===== config.mk =====
export PLATFORM = sky130hd
export DESIGN_NAME = packet_delay_hold_queue_top
export DESIGN_NICKNAME = d
export VERILOG_FILES = /design/src/rtl/core/pdhq_pkg.sv /design/src/rtl/core/pdhq_ram.sv /design/src/rtl/core/packet_delay_hold_queue_top.sv
export VERILOG_INCLUDE_DIRS = /design/src /design/src/rtl/core
export SDC_FILE = /design/constraint.sdc
export NUM_CORES = 2
export LEC_CHECK = 0
export BUFFER_PORTS_ARGS = -buffer_cell sky130_fd_sc_hd__buf_2
export CORE_ASPECT_RATIO = 0.6
export CORE_MARGIN = 4
export CORE_UTILIZATION = 57
export CTS_CLUSTER_DIAMETER = 30
export CTS_CLUSTER_SIZE = 30
export DETAILED_ROUTE_END_ITERATION = 8
export PLACE_DENSITY = 0.87
export SKIP_CTS_REPAIR_TIMING = 1
export SYNTH_ARGS = -nofsm -noshare
export SYNTH_HDL_FRONTEND = slang
export SYNTH_SLANG_ARGS = --single-unit

===== constraint.sdc =====
create_clock -name clk_i -period 12.6 [get_ports clk_i]
set_clock_uncertainty 0.05 [all_clocks]
set_input_delay 1.26 -clock clk_i [delete_from_list [all_inputs] [get_ports clk_i]]
set_output_delay 1.26 -clock clk_i [all_outputs]
set_load 0.05 [all_outputs]

===== src/rtl/core/packet_delay_hold_queue_top_macros.svh =====
// ----------------------------------------------------------------------------
// Packet delay hold queue assertion macros
// Shared concurrent assertion forms, clocked on clk_i, off during reset.
// ----------------------------------------------------------------------------
`ifndef PACKET_DELAY_HOLD_QUEUE_TOP_MACROS_SVH
`define PACKET_DELAY_HOLD_QUEUE_TOP_MACROS_SVH

// check cons in the same cycle as ante
`define PDHQ_ASSERT_NOW(lbl, ante, cons, msg) \
  lbl: assert property (@(posedge clk_i) disable iff (!rst_ni) (ante) |-> (cons)) \
    else $error(msg);

// check cons in the cycle after ante
`define PDHQ_ASSERT_NEXT(lbl, ante, cons, msg) \
  lbl: assert property (@(posedge clk_i) disable iff (!rst_ni) (ante) |=> (cons)) \
    else $error(msg);

`endif


===== src/rtl/core/pdhq_pkg.sv =====
// ----------------------------------------------------------------------------
// Packet delay hold queue package
// Sizes, codes and transfer types shared by the delay queue files.
// ----------------------------------------------------------------------------
package pdhq_pkg;

  localparam int unsigned DEPTH       = 32;
  localparam logic [31:0] BYTE_BUDGET = 32'd1048576;

  localparam int unsigned IDX_W = (DEPTH > 1) ? $clog2(DEPTH) : 1;
  localparam int unsigned CNT_W = $clog2(DEPTH + 1);

  localparam int unsigned CFG_IDX_W  = 3;
  localparam int unsigned CFG_DATA_W = 32;

  localparam logic [CFG_IDX_W-1:0] CFG_LAG_EN  = 3'd0;
  localparam logic [CFG_IDX_W-1:0] CFG_IN_EN   = 3'd1;
  localparam logic [CFG_IDX_W-1:0] CFG_IN_DLY  = 3'd2;
  localparam logic [CFG_IDX_W-1:0] CFG_OUT_EN  = 3'd3;
  localparam logic [CFG_IDX_W-1:0] CFG_OUT_DLY = 3'd4;

  localparam logic KIND_RELEASE = 1'b0;
  localparam logic KIND_STATUS  = 1'b1;
  localparam logic STATUS_OK    = 1'b0;
  localparam logic STATUS_BUSY  = 1'b1;

  typedef enum logic [1:0] {
    OP_ADD   = 2'd0,
    OP_TICK  = 2'd1,
    OP_START = 2'd2,
    OP_STOP  = 2'd3
  } op_e;

  typedef enum logic [1:0] {
    ST_IDLE,
    ST_READ,
    ST_EVAL,
    ST_DONE
  } state_e;

  typedef struct packed {
    op_e         op;
    logic [31:0] packet_tag;
    logic [15:0] packet_bytes;
    logic        direction;
    logic [63:0] now_ms;
  } in_t;

  typedef struct packed {
    logic        kind;
    logic [31:0] released_tag;
    logic        status;
    logic        last;
  } out_t;

  typedef struct packed {
    logic [31:0] tag;
    logic [63:0] arrival;
    logic [15:0] size;
    logic        dir;
  } entry_t;

  localparam int unsigned ENTRY_W = $bits(entry_t);

  function automatic out_t status_res(logic status);
    out_t r;
    r.kind         = KIND_STATUS;
    r.released_tag = '0;
    r.status       = status;
    r.last         = 1'b0;
    return r;
  endfunction

  function automatic out_t release_res(logic [31:0] tag);
    out_t r;
    r.kind         = KIND_RELEASE;
    r.released_tag = tag;
    r.status       = STATUS_OK;
    r.last         = 1'b0;
    return r;
  endfunction

endpackage


===== src/rtl/core/pdhq_ram.sv =====
// ----------------------------------------------------------------------------
// Generic RAM
// One write port, one read port with registered read data.
// ----------------------------------------------------------------------------
module pdhq_ram #(
  parameter int unsigned WIDTH = 8,
  parameter int unsigned DEPTH = 2,
  localparam int unsigned AW   = (DEPTH > 1) ? $clog2(DEPTH) : 1
) (
  input  logic             clk_i,
  input  logic             we_i,
  input  logic [AW-1:0]    waddr_i,
  input  logic [WIDTH-1:0] wdata_i,
  input  logic             re_i,
  input  logic [AW-1:0]    raddr_i,
  output logic [WIDTH-1:0] rdata_o
);

  logic [WIDTH-1:0] mem_q [DEPTH];
  logic [WIDTH-1:0] rdata_q;

  always_ff @(posedge clk_i) begin
    if (we_i) begin
      mem_q[waddr_i] <= wdata_i;
    end
    if (re_i) begin
      rdata_q <= mem_q[raddr_i];
    end
  end

  assign rdata_o = rdata_q;

endmodule


===== src/rtl/core/packet_delay_hold_queue_top.sv =====
// ----------------------------------------------------------------------------
// Packet delay hold queue
// Holds packet tags for a per-direction delay and releases them in order.
//
//   channel  | direction | transfer on               | payload
//   ---------+-----------+---------------------------+-----------
//   in       | input     | in_valid_i & !in_stall_o  | in_t
//   out      | output    | out_valid_o & !out_stall_i| out_t
//   cfg      | input     | cfg_we_i                  | index, data
//
// Add and start go from idle to done. Tick and stop go through read, eval per held
// entry and done, or straight to done with an empty store: the scan reads one RAM
// entry per cycle unless an output stall holds it, and compacts survivors through
// the same RAM port pair. An output register lets the next item enter while a
// result waits. Reset clears the count, byte total and run flag; no clearing pass.
// ----------------------------------------------------------------------------
`include "packet_delay_hold_queue_top_macros.svh"

module packet_delay_hold_queue_top
  import pdhq_pkg::*;
(
  input  logic                  clk_i,
  input  logic                  rst_ni,
  input  logic                  in_valid_i,
  output logic                  in_stall_o,
  input  in_t                   in_data_i,
  output logic                  out_valid_o,
  input  logic                  out_stall_i,
  output out_t                  out_data_o,
  input  logic                  cfg_we_i,
  input  logic [CFG_IDX_W-1:0]  cfg_idx_i,
  input  logic [CFG_DATA_W-1:0] cfg_wdata_i
);

  state_e state_q, state_d;

  logic        lag_en_q, in_en_q, out_en_q;
  logic [31:0] in_dly_q, out_dly_q;

  logic             running_q, running_d;
  logic [CNT_W-1:0] cnt_q, cnt_d;
  logic [31:0]      total_q, total_d;
  logic [CNT_W-1:0] r_q, r_d;
  logic [CNT_W-1:0] kept_q, kept_d;
  logic [63:0]      now_q, now_d;
  logic             pvld_q, pvld_d;
  out_t             pdat_q, pdat_d;
  logic             ovld_q, ovld_d;
  out_t             odat_q, odat_d;

  logic             ram_we, ram_re;
  logic [IDX_W-1:0] ram_waddr, ram_raddr;
  entry_t           ram_wdata, ram_rdata;

  logic             in_acc, o_free, hold, adv, last_ent, ent_ready;
  logic [CNT_W-1:0] r_next;
  logic [31:0]      budget_left, add_dly, ent_dly;
  logic [63:0]      elapsed;
  entry_t           new_ent;

  function automatic logic [31:0] cur_delay(logic run, logic lag, logic ien,
                                            logic [31:0] idly, logic oen,
                                            logic [31:0] odly, logic dir);
    logic [31:0] d;
    d = '0;
    if (run && lag) begin
      if (dir) begin
        d = oen ? odly : '0;
      end else begin
        d = ien ? idly : '0;
      end
    end
    return d;
  endfunction

  pdhq_ram #(
    .WIDTH (ENTRY_W),
    .DEPTH (DEPTH)
  ) u_ram (
    .clk_i   (clk_i),
    .we_i    (ram_we),
    .waddr_i (ram_waddr),
    .wdata_i (ram_wdata),
    .re_i    (ram_re),
    .raddr_i (ram_raddr),
    .rdata_o (ram_rdata)
  );

  assign in_acc = in_valid_i && !in_stall_o;
  assign o_free = !ovld_q || !out_stall_i;

  assign add_dly = cur_delay(running_q, lag_en_q, in_en_q, in_dly_q, out_en_q, out_dly_q,
                             in_data_i.direction);
  assign budget_left = BYTE_BUDGET - total_q;
  assign hold = (add_dly != '0) && (cnt_q < CNT_W'(DEPTH)) &&
                ({16'b0, in_data_i.packet_bytes} <= budget_left);

  assign new_ent.tag     = in_data_i.packet_tag;
  assign new_ent.arrival = in_data_i.now_ms;
  assign new_ent.size    = in_data_i.packet_bytes;
  assign new_ent.dir     = in_data_i.direction;

  assign ent_dly = cur_delay(running_q, lag_en_q, in_en_q, in_dly_q, out_en_q, out_dly_q,
                             ram_rdata.dir);
  assign elapsed   = now_q - ram_rdata.arrival;
  assign ent_ready = (ent_dly == '0) ||
                     ((now_q >= ram_rdata.arrival) && (elapsed >= {32'b0, ent_dly}));

  assign adv      = !(ent_ready && pvld_q && !o_free);
  assign r_next   = r_q + CNT_W'(1);
  assign last_ent = (r_next == cnt_q);

  // next state
  always_comb begin
    state_d = state_q;
    unique case (state_q)
      ST_IDLE: begin
        if (in_acc) begin
          if (in_data_i.op == OP_TICK || in_data_i.op == OP_STOP) begin
            state_d = (cnt_q == '0) ? ST_DONE : ST_READ;
          end else begin
            state_d = ST_DONE;
          end
        end
      end
      ST_READ: state_d = ST_EVAL;
      ST_EVAL: begin
        if (adv && last_ent) begin
          state_d = ST_DONE;
        end
      end
      ST_DONE: begin
        if (o_free) begin
          state_d = ST_IDLE;
        end
      end
      default: state_d = ST_IDLE;
    endcase
  end

  // state outputs
  always_comb begin
    in_stall_o = 1'b1;
    ram_re     = 1'b0;
    ram_raddr  = r_q[IDX_W-1:0];
    ram_we     = 1'b0;
    ram_waddr  = cnt_q[IDX_W-1:0];
    ram_wdata  = new_ent;
    unique case (state_q)
      ST_IDLE: begin
        in_stall_o = 1'b0;
        ram_we     = in_acc && (in_data_i.op == OP_ADD) && hold;
      end
      ST_READ: ram_re = 1'b1;
      ST_EVAL: begin
        ram_re    = adv && !last_ent;
        ram_raddr = r_next[IDX_W-1:0];
        ram_we    = adv && !ent_ready;
        ram_waddr = kept_q[IDX_W-1:0];
        ram_wdata = ram_rdata;
      end
      ST_DONE: ;
      default: ;
    endcase
  end

  // datapath
  always_comb begin
    running_d = running_q;
    cnt_d     = cnt_q;
    total_d   = total_q;
    r_d       = r_q;
    kept_d    = kept_q;
    now_d     = now_q;
    pvld_d    = pvld_q;
    pdat_d    = pdat_q;
    ovld_d    = ovld_q && out_stall_i;
    odat_d    = odat_q;
    case (state_q)
      ST_IDLE: begin
        if (in_acc) begin
          now_d  = in_data_i.now_ms;
          r_d    = '0;
          kept_d = '0;
          case (in_data_i.op)
            OP_ADD: begin
              pvld_d = 1'b1;
              if (hold) begin
                cnt_d   = cnt_q + CNT_W'(1);
                total_d = total_q + {16'b0, in_data_i.packet_bytes};
                pdat_d  = status_res(STATUS_OK);
              end else begin
                pdat_d  = release_res(in_data_i.packet_tag);
              end
            end
            OP_START: begin
              pvld_d = 1'b1;
              if (running_q) begin
                pdat_d    = status_res(STATUS_BUSY);
              end else begin
                running_d = 1'b1;
                pdat_d    = status_res(STATUS_OK);
              end
            end
            OP_STOP: running_d = 1'b0;
            default: ;
          endcase
        end
      end
      ST_EVAL: begin
        if (adv) begin
          r_d = r_next;
          if (ent_ready) begin
            total_d = total_q - {16'b0, ram_rdata.size};
            pvld_d  = 1'b1;
            pdat_d  = release_res(ram_rdata.tag);
            if (pvld_q) begin
              ovld_d = 1'b1;
              odat_d = pdat_q;
            end
          end else begin
            kept_d = kept_q + CNT_W'(1);
          end
          if (last_ent) begin
            cnt_d = ent_ready ? kept_q : kept_q + CNT_W'(1);
          end
        end
      end
      ST_DONE: begin
        if (o_free) begin
          ovld_d = 1'b1;
          odat_d = pvld_q ? pdat_q : status_res(STATUS_OK);
          odat_d.last = 1'b1;
          pvld_d = 1'b0;
        end
      end
      default: ;
    endcase
  end

  always_ff @(posedge clk_i or negedge rst_ni) begin
    if (!rst_ni) begin
      state_q   <= ST_IDLE;
      running_q <= 1'b0;
      cnt_q     <= '0;
      total_q   <= '0;
      r_q       <= '0;
      kept_q    <= '0;
      pvld_q    <= 1'b0;
      ovld_q    <= 1'b0;
      lag_en_q  <= 1'b0;
      in_en_q   <= 1'b0;
      in_dly_q  <= '0;
      out_en_q  <= 1'b0;
      out_dly_q <= '0;
    end else begin
      state_q   <= state_d;
      running_q <= running_d;
      cnt_q     <= cnt_d;
      total_q   <= total_d;
      r_q       <= r_d;
      kept_q    <= kept_d;
      pvld_q    <= pvld_d;
      ovld_q    <= ovld_d;
      if (cfg_we_i) begin
        unique case (cfg_idx_i)
          CFG_LAG_EN:  lag_en_q  <= cfg_wdata_i[0];
          CFG_IN_EN:   in_en_q   <= cfg_wdata_i[0];
          CFG_IN_DLY:  in_dly_q  <= cfg_wdata_i;
          CFG_OUT_EN:  out_en_q  <= cfg_wdata_i[0];
          CFG_OUT_DLY: out_dly_q <= cfg_wdata_i;
          default: ;
        endcase
      end
    end
  end

  always_ff @(posedge clk_i) begin
    now_q  <= now_d;
    pdat_q <= pdat_d;
    odat_q <= odat_d;
  end

  assign out_valid_o = ovld_q;
  assign out_data_o  = odat_q;

  `PDHQ_ASSERT_NOW(a_cnt_bound, 1'b1, cnt_q <= CNT_W'(DEPTH), "held count above depth")
  `PDHQ_ASSERT_NOW(a_idle_no_pend, state_q == ST_IDLE, !pvld_q, "pending result left in idle")
  `PDHQ_ASSERT_NOW(a_empty_bytes, cnt_q == '0, total_q == '0, "bytes held with empty store")
  `PDHQ_ASSERT_NEXT(a_stop_clears, in_acc && in_data_i.op == OP_STOP, !running_q,
                    "stop left block running")

endmodule

; ---- Word level (Yosys, flattened, before mapping)
; Memories as Yosys holds them, arrays and structs flattened. A register that Yosys moved wholly into a read port is not among the register bits.
; Index checks and enable logic that the tools add are counted.
[totals]
ff_bits = 256
ram_bits = 3616
inputBits = 155
output_inout_bits = 37
word_cells = 166
mem_count = 1
[mem_list]
columns = memory, words, word_bits, rd, rd_ports_with_merged_regs, wr, line_no
row1 = u_ram.mem_q, 32, 113, 1, 1, 1, pdhq_ram.sv:19  ; logic [WIDTH-1:0] mem_q [DEPTH];
[classes]
addsub = 7
n_lt_le_gt_ge = 4
n_eq_ne = 22
muxes = 63
reduce_logical = 47
[ops]
columns = op, n
row1 = $mux W32, 11
row2 = $mux W35, 9
row3 = $pmux W35 S2, 3
row4 = $mux W113, 1
row5 = $ge A64 B32 Y1, 1
row6 = $ge A64 B64 Y1, 1
row7 = $pmux W32 S2, 1
row8 = $sub A64 B64 Y64, 1
row9 = $mux W6, 9
row10 = $pmux W6 S2, 3
row11 = $add A32 B16 Y32, 1
row12 = $le A16 B32 Y1, 1
row13 = $logic_not A32 Y1, 1
row14 = $reduce_bool A32 Y1, 1
row15 = $sub A21 B32 Y32 const A, 1
row16 = $sub A32 B16 Y32, 1
row17 = $add A6 B1 Y6 const B, 3
row18 = $ne A2 B2 Y1 const B, 9
row19 = $reduce_and A6 Y1, 3
row20 = $logic_and A1 B1 Y1, 13
row21 = $mux W1, 12
row22 = $mux W2, 6
row23 = $reduce_and A2 Y1, 6
row24 = $mux W5, 2
row25 = 22 further kinds, 43

; ---- Longest topological paths before layout
[depth]
ltp_word = 13
depth_mapped = 25
mapped_depth_nobuf = 24

; ---- By module
; A second synthesis with hierarchy kept.
[unflattened]
hier_cells = 8662
area_unflattened_um2 = 160626.6
[by_module_without_submodules]
columns = module, instances, cells_per_inst, area_per_inst_um2, seq_area_each_um2
row1 = pdhq_ram, 1, 6581, 140569.8, 111977.4
row2 = packet_delay_hold_queue_top, 1, 2081, 20056.7, 7046.8

; ---- Worst setup path before layout
; OpenSTA, ideal clock, no wires.
[synth_timing]
path_kind = register -> register
startpoint = register now_q[8]
endpoint = memory u_ram.mem_q[11][0] in the netlist's numbering (enable)
setup_time_ns = 0.724
t_arrival_ns = 12.502
required_ns = 11.826
setup_slack_ns = -0.676
path_stages_with_launch = 23
n_path_buf = 2
synth_period_minus_slack_ns = 13.276
cell_sequence = edfxtp_1 -> ha_1 -> buf_2 -> a21oi_1 -> nand2_1 -> or3_1 -> o21ai_0 -> nor2b_1 -> xnor2_1 -> ha_1 -> a2111oi_0 -> o21ai_0 -> a31o_2 -> a21oi_1 -> o221ai_1 -> nor4b_1 -> nand4_1 -> nor4_1 -> nand4_1 -> a311oi_1 -> a31oi_1 -> buf_2 -> nor3_1
[synth_between]
elab_chain_len = 11
elab_cells_between_ends = 13
cone_classes = add/sub: 1 / order compare: 2 / mux: 3 / reduce/logical: 7
[synth_rtl]
columns = element, line_no
row1 = "start, declared", packet_delay_hold_queue_top.sv:45  ; logic [63:0] now_q, now_d;
row2 = "start signal, assigned", packet_delay_hold_queue_top.sv:279  ; now_q <= now_d;
row3 = $sub A64 B64 Y64, packet_delay_hold_queue_top.sv:105  ; assign elapsed = now_q - ram_rdata.arrival;
row4 = $ge A64 B32 Y1, packet_delay_hold_queue_top.sv:107  ; ((now_q >= ram_rdata.arrival) && (elapsed >= {32'b0, ent_dly}));
row5 = $logic_and A1 B1 Y1 (*), packet_delay_hold_queue_top.sv:107
row6 = $logic_or A1 B1 Y1 (*), packet_delay_hold_queue_top.sv:106  ; assign ent_ready = (ent_dly == '0) ||
row7 = $logic_and A1 B1 Y1 (2 in a row), packet_delay_hold_queue_top.sv:109  ; assign adv = !(ent_ready && pvld_q && !o_free);
row8 = $logic_not A1 Y1, packet_delay_hold_queue_top.sv:109
row9 = $logic_and A1 B1 Y1 (*), packet_delay_hold_queue_top.sv:158  ; ram_we = adv && !ent_ready;
row10 = $pmux W1 S2 (*), packet_delay_hold_queue_top.sv:149  ; unique case (state_q)
row11 = $mux W1 (*), pdhq_ram.sv:23  ; if (we_i) begin
row12 = $mux W1 (not written as such) (*), pdhq_ram.sv:24  ; mem_q[waddr_i] <= wdata_i;
row13 = "end, declared", pdhq_ram.sv:19
; Mark *: on every way between the ends. The rest lies on a longest branch, timed or not.

; ---- Worst setup path after layout
[layout_timing]
startpoint = register u_ram.rdata_q[25], in the netlist u_ram.rdata_o[25], read port of u_ram.mem_q
endpoint = memory u_ram.mem_q[18][47] in the netlist's numbering (enable)
[layout_between]
elab_chain_len = 11
elab_cells_between_ends = 13
cone_classes = add/sub: 1 / order compare: 2 / mux: 3 / reduce/logical: 7
[layout_rtl]
columns = element, line_no
row1 = "start, declared", pdhq_ram.sv:20  ; logic [WIDTH-1:0] rdata_q;
row2 = $sub A64 B64 Y64, packet_delay_hold_queue_top.sv:105
row3 = $ge A64 B32 Y1, packet_delay_hold_queue_top.sv:107
row4 = $logic_and A1 B1 Y1 (*), packet_delay_hold_queue_top.sv:107
row5 = $logic_or A1 B1 Y1 (*), packet_delay_hold_queue_top.sv:106
row6 = $logic_and A1 B1 Y1 (2 in a row), packet_delay_hold_queue_top.sv:109
row7 = $logic_not A1 Y1, packet_delay_hold_queue_top.sv:109
row8 = $logic_and A1 B1 Y1 (*), packet_delay_hold_queue_top.sv:158
row9 = $pmux W1 S2 (*), packet_delay_hold_queue_top.sv:149
row10 = $mux W1 (*), pdhq_ram.sv:23
row11 = $mux W1 (not written as such) (*), pdhq_ram.sv:24
; Marked as above.

==> results.rst <==
.. list-table::
   :header-rows: 1

   * - Metric
     - Value
   * - Area added between synthesis and finish
     - 12.9%
   * - Synth warn
     - 0
   * - Sequential area share after synthesis
     - 0.737
   * - Post-synthesis xor/xnor area fraction
     - 0.00596
   * - Pwr dens
     - ~270 nW/µm²
   * - Largest vdd supply drop
     - approximately 350 µV
   * - Slew at the pin with the worst max-slew slack
     - 1.38 ns
   * - Post-Synthesis Net Count
     - approximately 9000
   * - Final Hold Vio Count
     - 0
   * - Critical-path maximum fanout
     - between 40 and 50
   * - Fin cells
     - 13300
   * - Switching power summed over all nets
     - about 18000 µW
   * - Unrepaired setup endpoints after global routing
     - no
   * - Most frequent standard cell in the layout excluding fill and tap cells
     - sky130_fd_sc_hd__edfxtp_1
   * - Fraction of layout cells with a size suffix above 1
     - 0.235
   * - Main area contributors after synthesis
     - sky130_fd_sc_hd__edfxtp_1, sky130_fd_sc_hd__mux4_2, sky130_fd_sc_hd__nand2_1
   * - Beginning of the worst register-to-register path
     - u_ram.rdata_o[25]
   * - Iteration-0 DRC count of the detailed router
     - 19100
   * - Cell internal power dissipation
     - 31400 µW
   * - Initial standard-cell utilization of the core
     - 0.573
   * - Async SR Flop Fraction
     - 0.0306
   * - Worst flop-to-flop path endpoint
     - u_ram.mem_q[18][47]
   * - Logic gate share of total power
     - 0.374
   * - Leading cell types in the layout, fill and taps excluded
     - sky130_fd_sc_hd__edfxtp_1, sky130_fd_sc_hd__nand2_1, sky130_fd_sc_hd__mux4_2
   * - Count of different cell masters after synthesis
     - 85
   * - Outcome
     - finished clean
   * - First-pass GRT wire length
     - 729000 µm
   * - Die width
     - around 700 µm
   * - Gr ovfl total
     - 0
   * - Filler cell count
     - roughly 17000
   * - Worst endpoint data arrival time
     - roughly 9.5 ns
   * - Number of enable flip-flop cells after synthesis
     - slightly below 4000
   * - Number of CTS-inserted buffers
     - around 440
   * - Reg power frac
     - 0.353
   * - Register bit total from synthesis
     - about 4000
   * - Final setup violation count
     - 0
   * - Average cell area after synthesis
     - approximately 18 µm²
   * - Final Wtd Congestion
     - roughly 0.92
   * - CTS HTree Levels
     - 5
   * - Main flop type after synthesis
     - sky130_fd_sc_hd__edfxtp_1
   * - Final standard cell utilization of the core
     - 0.647
   * - Worst path required time
     - ~13 ns
   * - Switch share
     - 0.367
   * - Clock transition at path regs
     - around 0.070 ns
   * - Clock net sink count
     - approximately 4000
   * - Worst Reg2Reg Path Length in Cells
     - 25
   * - Standby leakage power
     - about 0.06 µW
   * - Worst R2R Setup Slack
     - roughly 3.6 ns
   * - Die area
     - about 290000 µm²
   * - Final wirelength
     - 515000 µm
   * - Number of global-route vias before repair
     - between 90000 and 100k
   * - Area share of fa/ha/maj cells after synthesis
     - 0.0123
   * - Clock network fraction of total power
     - 0.273
   * - Via density per instance
     - roughly 7.3
   * - Max Freq
     - 111 MHz
   * - Insertion delay of the later-clocked pin in the worst-skew pair
     - 0.98 ns
   * - Fraction of post-synthesis cell area in the top cell type by area
     - 0.718
   * - Top cell type by total area after synthesis
     - sky130_fd_sc_hd__edfxtp_1
   * - Syn Inst Count
     - 8908
   * - Max cap viols
     - 0
   * - Syn Std Cell Area
     - roughly 160000 µm²
   * - Total of buffers placed on input and output ports
     - 191
   * - TritonCTS clock tree
     - done
   * - Type of the worst min-delay path
     - input port to asynchronous set/reset pin
   * - # placed instances
     - 12500
   * - Number of vias in the routed layout
     - ~97000
   * - Post-route ant nets
     - 0
   * - Final net count
     - 9510
   * - Dominant combinational cell family by area after synthesis
     - multiplexers
   * - Total routing usage reported by global routing
     - 0.353
   * - Compound-cell area share of the yosys netlist
     - 0.0279
   * - Setup Crit Path Kind
     - flop to flop
   * - Crit path launch type
     - flop
   * - I/O pin total
     - roughly 190
   * - Slew margin rel.
     - 0.0680
   * - Overall power of the completed layout
     - between 40000 and 50000 µW
   * - Core region area
     - roughly 280000 µm²
   * - Setup TNS after final layout
     - 0 ns
   * - Post-DP HPWL
     - 260000 µm
   * - Portion of netlist area occupied by mux cells
     - 0.142
   * - Residual DRC
     - 0
   * - Number of cell rows
     - between 150 and 200
   * - Max clock buf depth
     - 4
   * - Worst setup EP type
     - flop
   * - Simple-gate portion of the synthesized area
     - 0.0613
   * - Number of antenna violations at the first check in global routing
     - 50
   * - Final clock period utilization by the worst path
     - 0.716
   * - Shortest clock period the worst path allows after layout
     - roughly 9.0 ns
   * - DRT Pass-1 Iters
     - 9
   * - Root buf cell
     - sky130_fd_sc_hd__clkbuf_16
   * - Routed length per instance
     - about 39 µm
   * - Pins over their slew limit
     - 0
   * - Largest net degree at the start of global routing
     - between 150 and 200
   * - DIE HEIGHT
     - approximately 420 µm
-- stage by stage --
step | hold WS [ns] | cell area, µm² | setup WS (ns)
after global routing | 0.434 | 182000 | 3.30
after detailed placement | 0.450 | 167000 | 4.05
after floorplan | 0.412 | 162000 | -0.676
final | 0.389 | 182000 | 3.57
after CTS | 0.362 | 182000 | 3.89
after global placement | 0.448 | 167000 | 3.98
-- per-layer routing --
metal / GRT usage / up-vias / share of wire / routed length [µm]
met3: 0.108 / 1940 / 0.15 / 77500
met4: 0.192 / 18 / 0.066 / 34200
met1: 0.459 / 48600 / 0.32 / 166000
met5: 0 / - / 0.00033 / 170
met2: 0.538 / 10400 / 0.46 / 237000
li1: - / 36300 / - / -
-- how the worst max path moves through the flow --
stage / to / depth (start not counted) / startpoint / slack [ns]
global placement: u_ram.mem_q[29][8] / 24 / now_q[8] / 3.98
CTS: u_ram.mem_q[18][47] / 24 / now_q[8] / 3.89
finish: u_ram.mem_q[18][47] / 25 / u_ram.rdata_o[25] / 3.57
detailed placement: u_ram.mem_q[29][16] / 25 / u_ram.rdata_o[25] / 4.05
floorplan: u_ram.mem_q[11][0] / 22 / now_q[8] / -0.68
global route: u_ram.mem_q[18][47] / 25 / u_ram.rdata_o[25] / 3.30
-- cell type report --
cell class              count  area, µm²  area share
flip-flops and latches   3984     119000       0.652
multi-input cells        4324      40600       0.223
clock buffers             460      11100      0.0610
well taps                3748       4690      0.0257
clock inverters           352       3960      0.0217
repair buffers            334       2480      0.0136
inverters                 118        443     0.00243
diodes                     25       62.6    0.000343
-- cells in the mapped netlist (all sizes together), types with 6 or more instances --
| cell type | n |
|---|---|
| edfxtp | 3862 |
| nand2 | 1193 |
| mux4 | 904 |
| nand3 | 608 |
| clkbuf | 354 |
| mux2 | 209 |
| o21ai | 203 |
| ha | 156 |
| a21oi | 148 |
| nor2 | 130 |
| buf | 128 |
| dfrtp | 122 |
| inv | 117 |
| nor3 | 65 |
| xnor2 | 65 |
| a22o | 63 |
| a21o | 56 |
| nand4 | 49 |
| xor2 | 45 |
| and2 | 43 |
| nor4 | 32 |
| o31ai | 29 |
| a31oi | 27 |
| o21a | 23 |
| and3 | 21 |
| nand2b | 20 |
| a211oi | 18 |
| mux2i | 17 |
| nor2b | 17 |
| o211ai | 16 |
| or3 | 15 |
| or4 | 12 |
| a2111oi | 10 |
| or2 | 9 |
| a21boi | 8 |
| o21bai | 8 |
| o22ai | 8 |
| nand3b | 7 |
| a31o | 6 |
| o2111ai | 6 |
-- worst max-delay path, cell delays in order (launching register included) --
cell	delay, ns
sky130_fd_sc_hd__edfxtp_1	0.34
sky130_fd_sc_hd__inv_1	0.06
sky130_fd_sc_hd__ha_1	0.44
sky130_fd_sc_hd__a21oi_1	0.43
sky130_fd_sc_hd__nand2_1	0.12
sky130_fd_sc_hd__or3_1	0.34
sky130_fd_sc_hd__o21ai_0	0.48
sky130_fd_sc_hd__nor2b_1	0.27
sky130_fd_sc_hd__xnor2_1	0.23
sky130_fd_sc_hd__ha_1	0.33
sky130_fd_sc_hd__a2111oi_0	0.46
sky130_fd_sc_hd__o21ai_0	0.19
sky130_fd_sc_hd__a31o_2	0.26
sky130_fd_sc_hd__a21oi_1	0.17
sky130_fd_sc_hd__o221ai_1	0.16
sky130_fd_sc_hd__nor4b_1	0.30
sky130_fd_sc_hd__nand4_1	0.14
sky130_fd_sc_hd__nor4_1	0.50
sky130_fd_sc_hd__nand4_1	0.23
sky130_fd_sc_hd__buf_4	0.28
sky130_fd_sc_hd__a311oi_1	0.43
sky130_fd_sc_hd__a31oi_2	0.08
sky130_fd_sc_hd__buf_4	0.28
sky130_fd_sc_hd__nor3_2	0.31
sky130_fd_sc_hd__buf_4	0.74
sky130_fd_sc_hd__buf_4	0.96
-- sequential cells by signal, indices dropped and copies added, names as in the netlist --
signal	count
out_valid_o	1
state_q	2
pdat_q	34
running_q	1
out_en_q	1
cnt_q	6
now_q	64
pvld_q	1
in_dly_q	32
total_q	32
lag_en_q	1
r_q	6
u_ram.rdata_o	113
u_ram.mem_q	3616
out_dly_q	32
kept_q	6
out_data_o	35
in_en_q	1
-- kinds of logic after synthesis --
logic type                 Yosys count
xor gates and xnor gates           110
buffers and inverters              600
DFF                               3984
adders and majority gates          158
and+or+nand+nor                   2236
AOI/OAI and AO/OA                  690
muxes                             1130
-- power by group through the flow --
stage / Clock [µW] / Combinational (µW) / Sequential [µW]
2_1_floorplan: 0 / 12000 / 17800
3_3_place_gp: 0 / 16900 / 17700
3_5_place_dp: 0 / 17500 / 17800
4_1_cts: 13500 / 18200 / 17500
5_1_grt: 14200 / 19500 / 17600
6_report: 13500 / 18600 / 17500
Power figures use the tool's default switching activity.
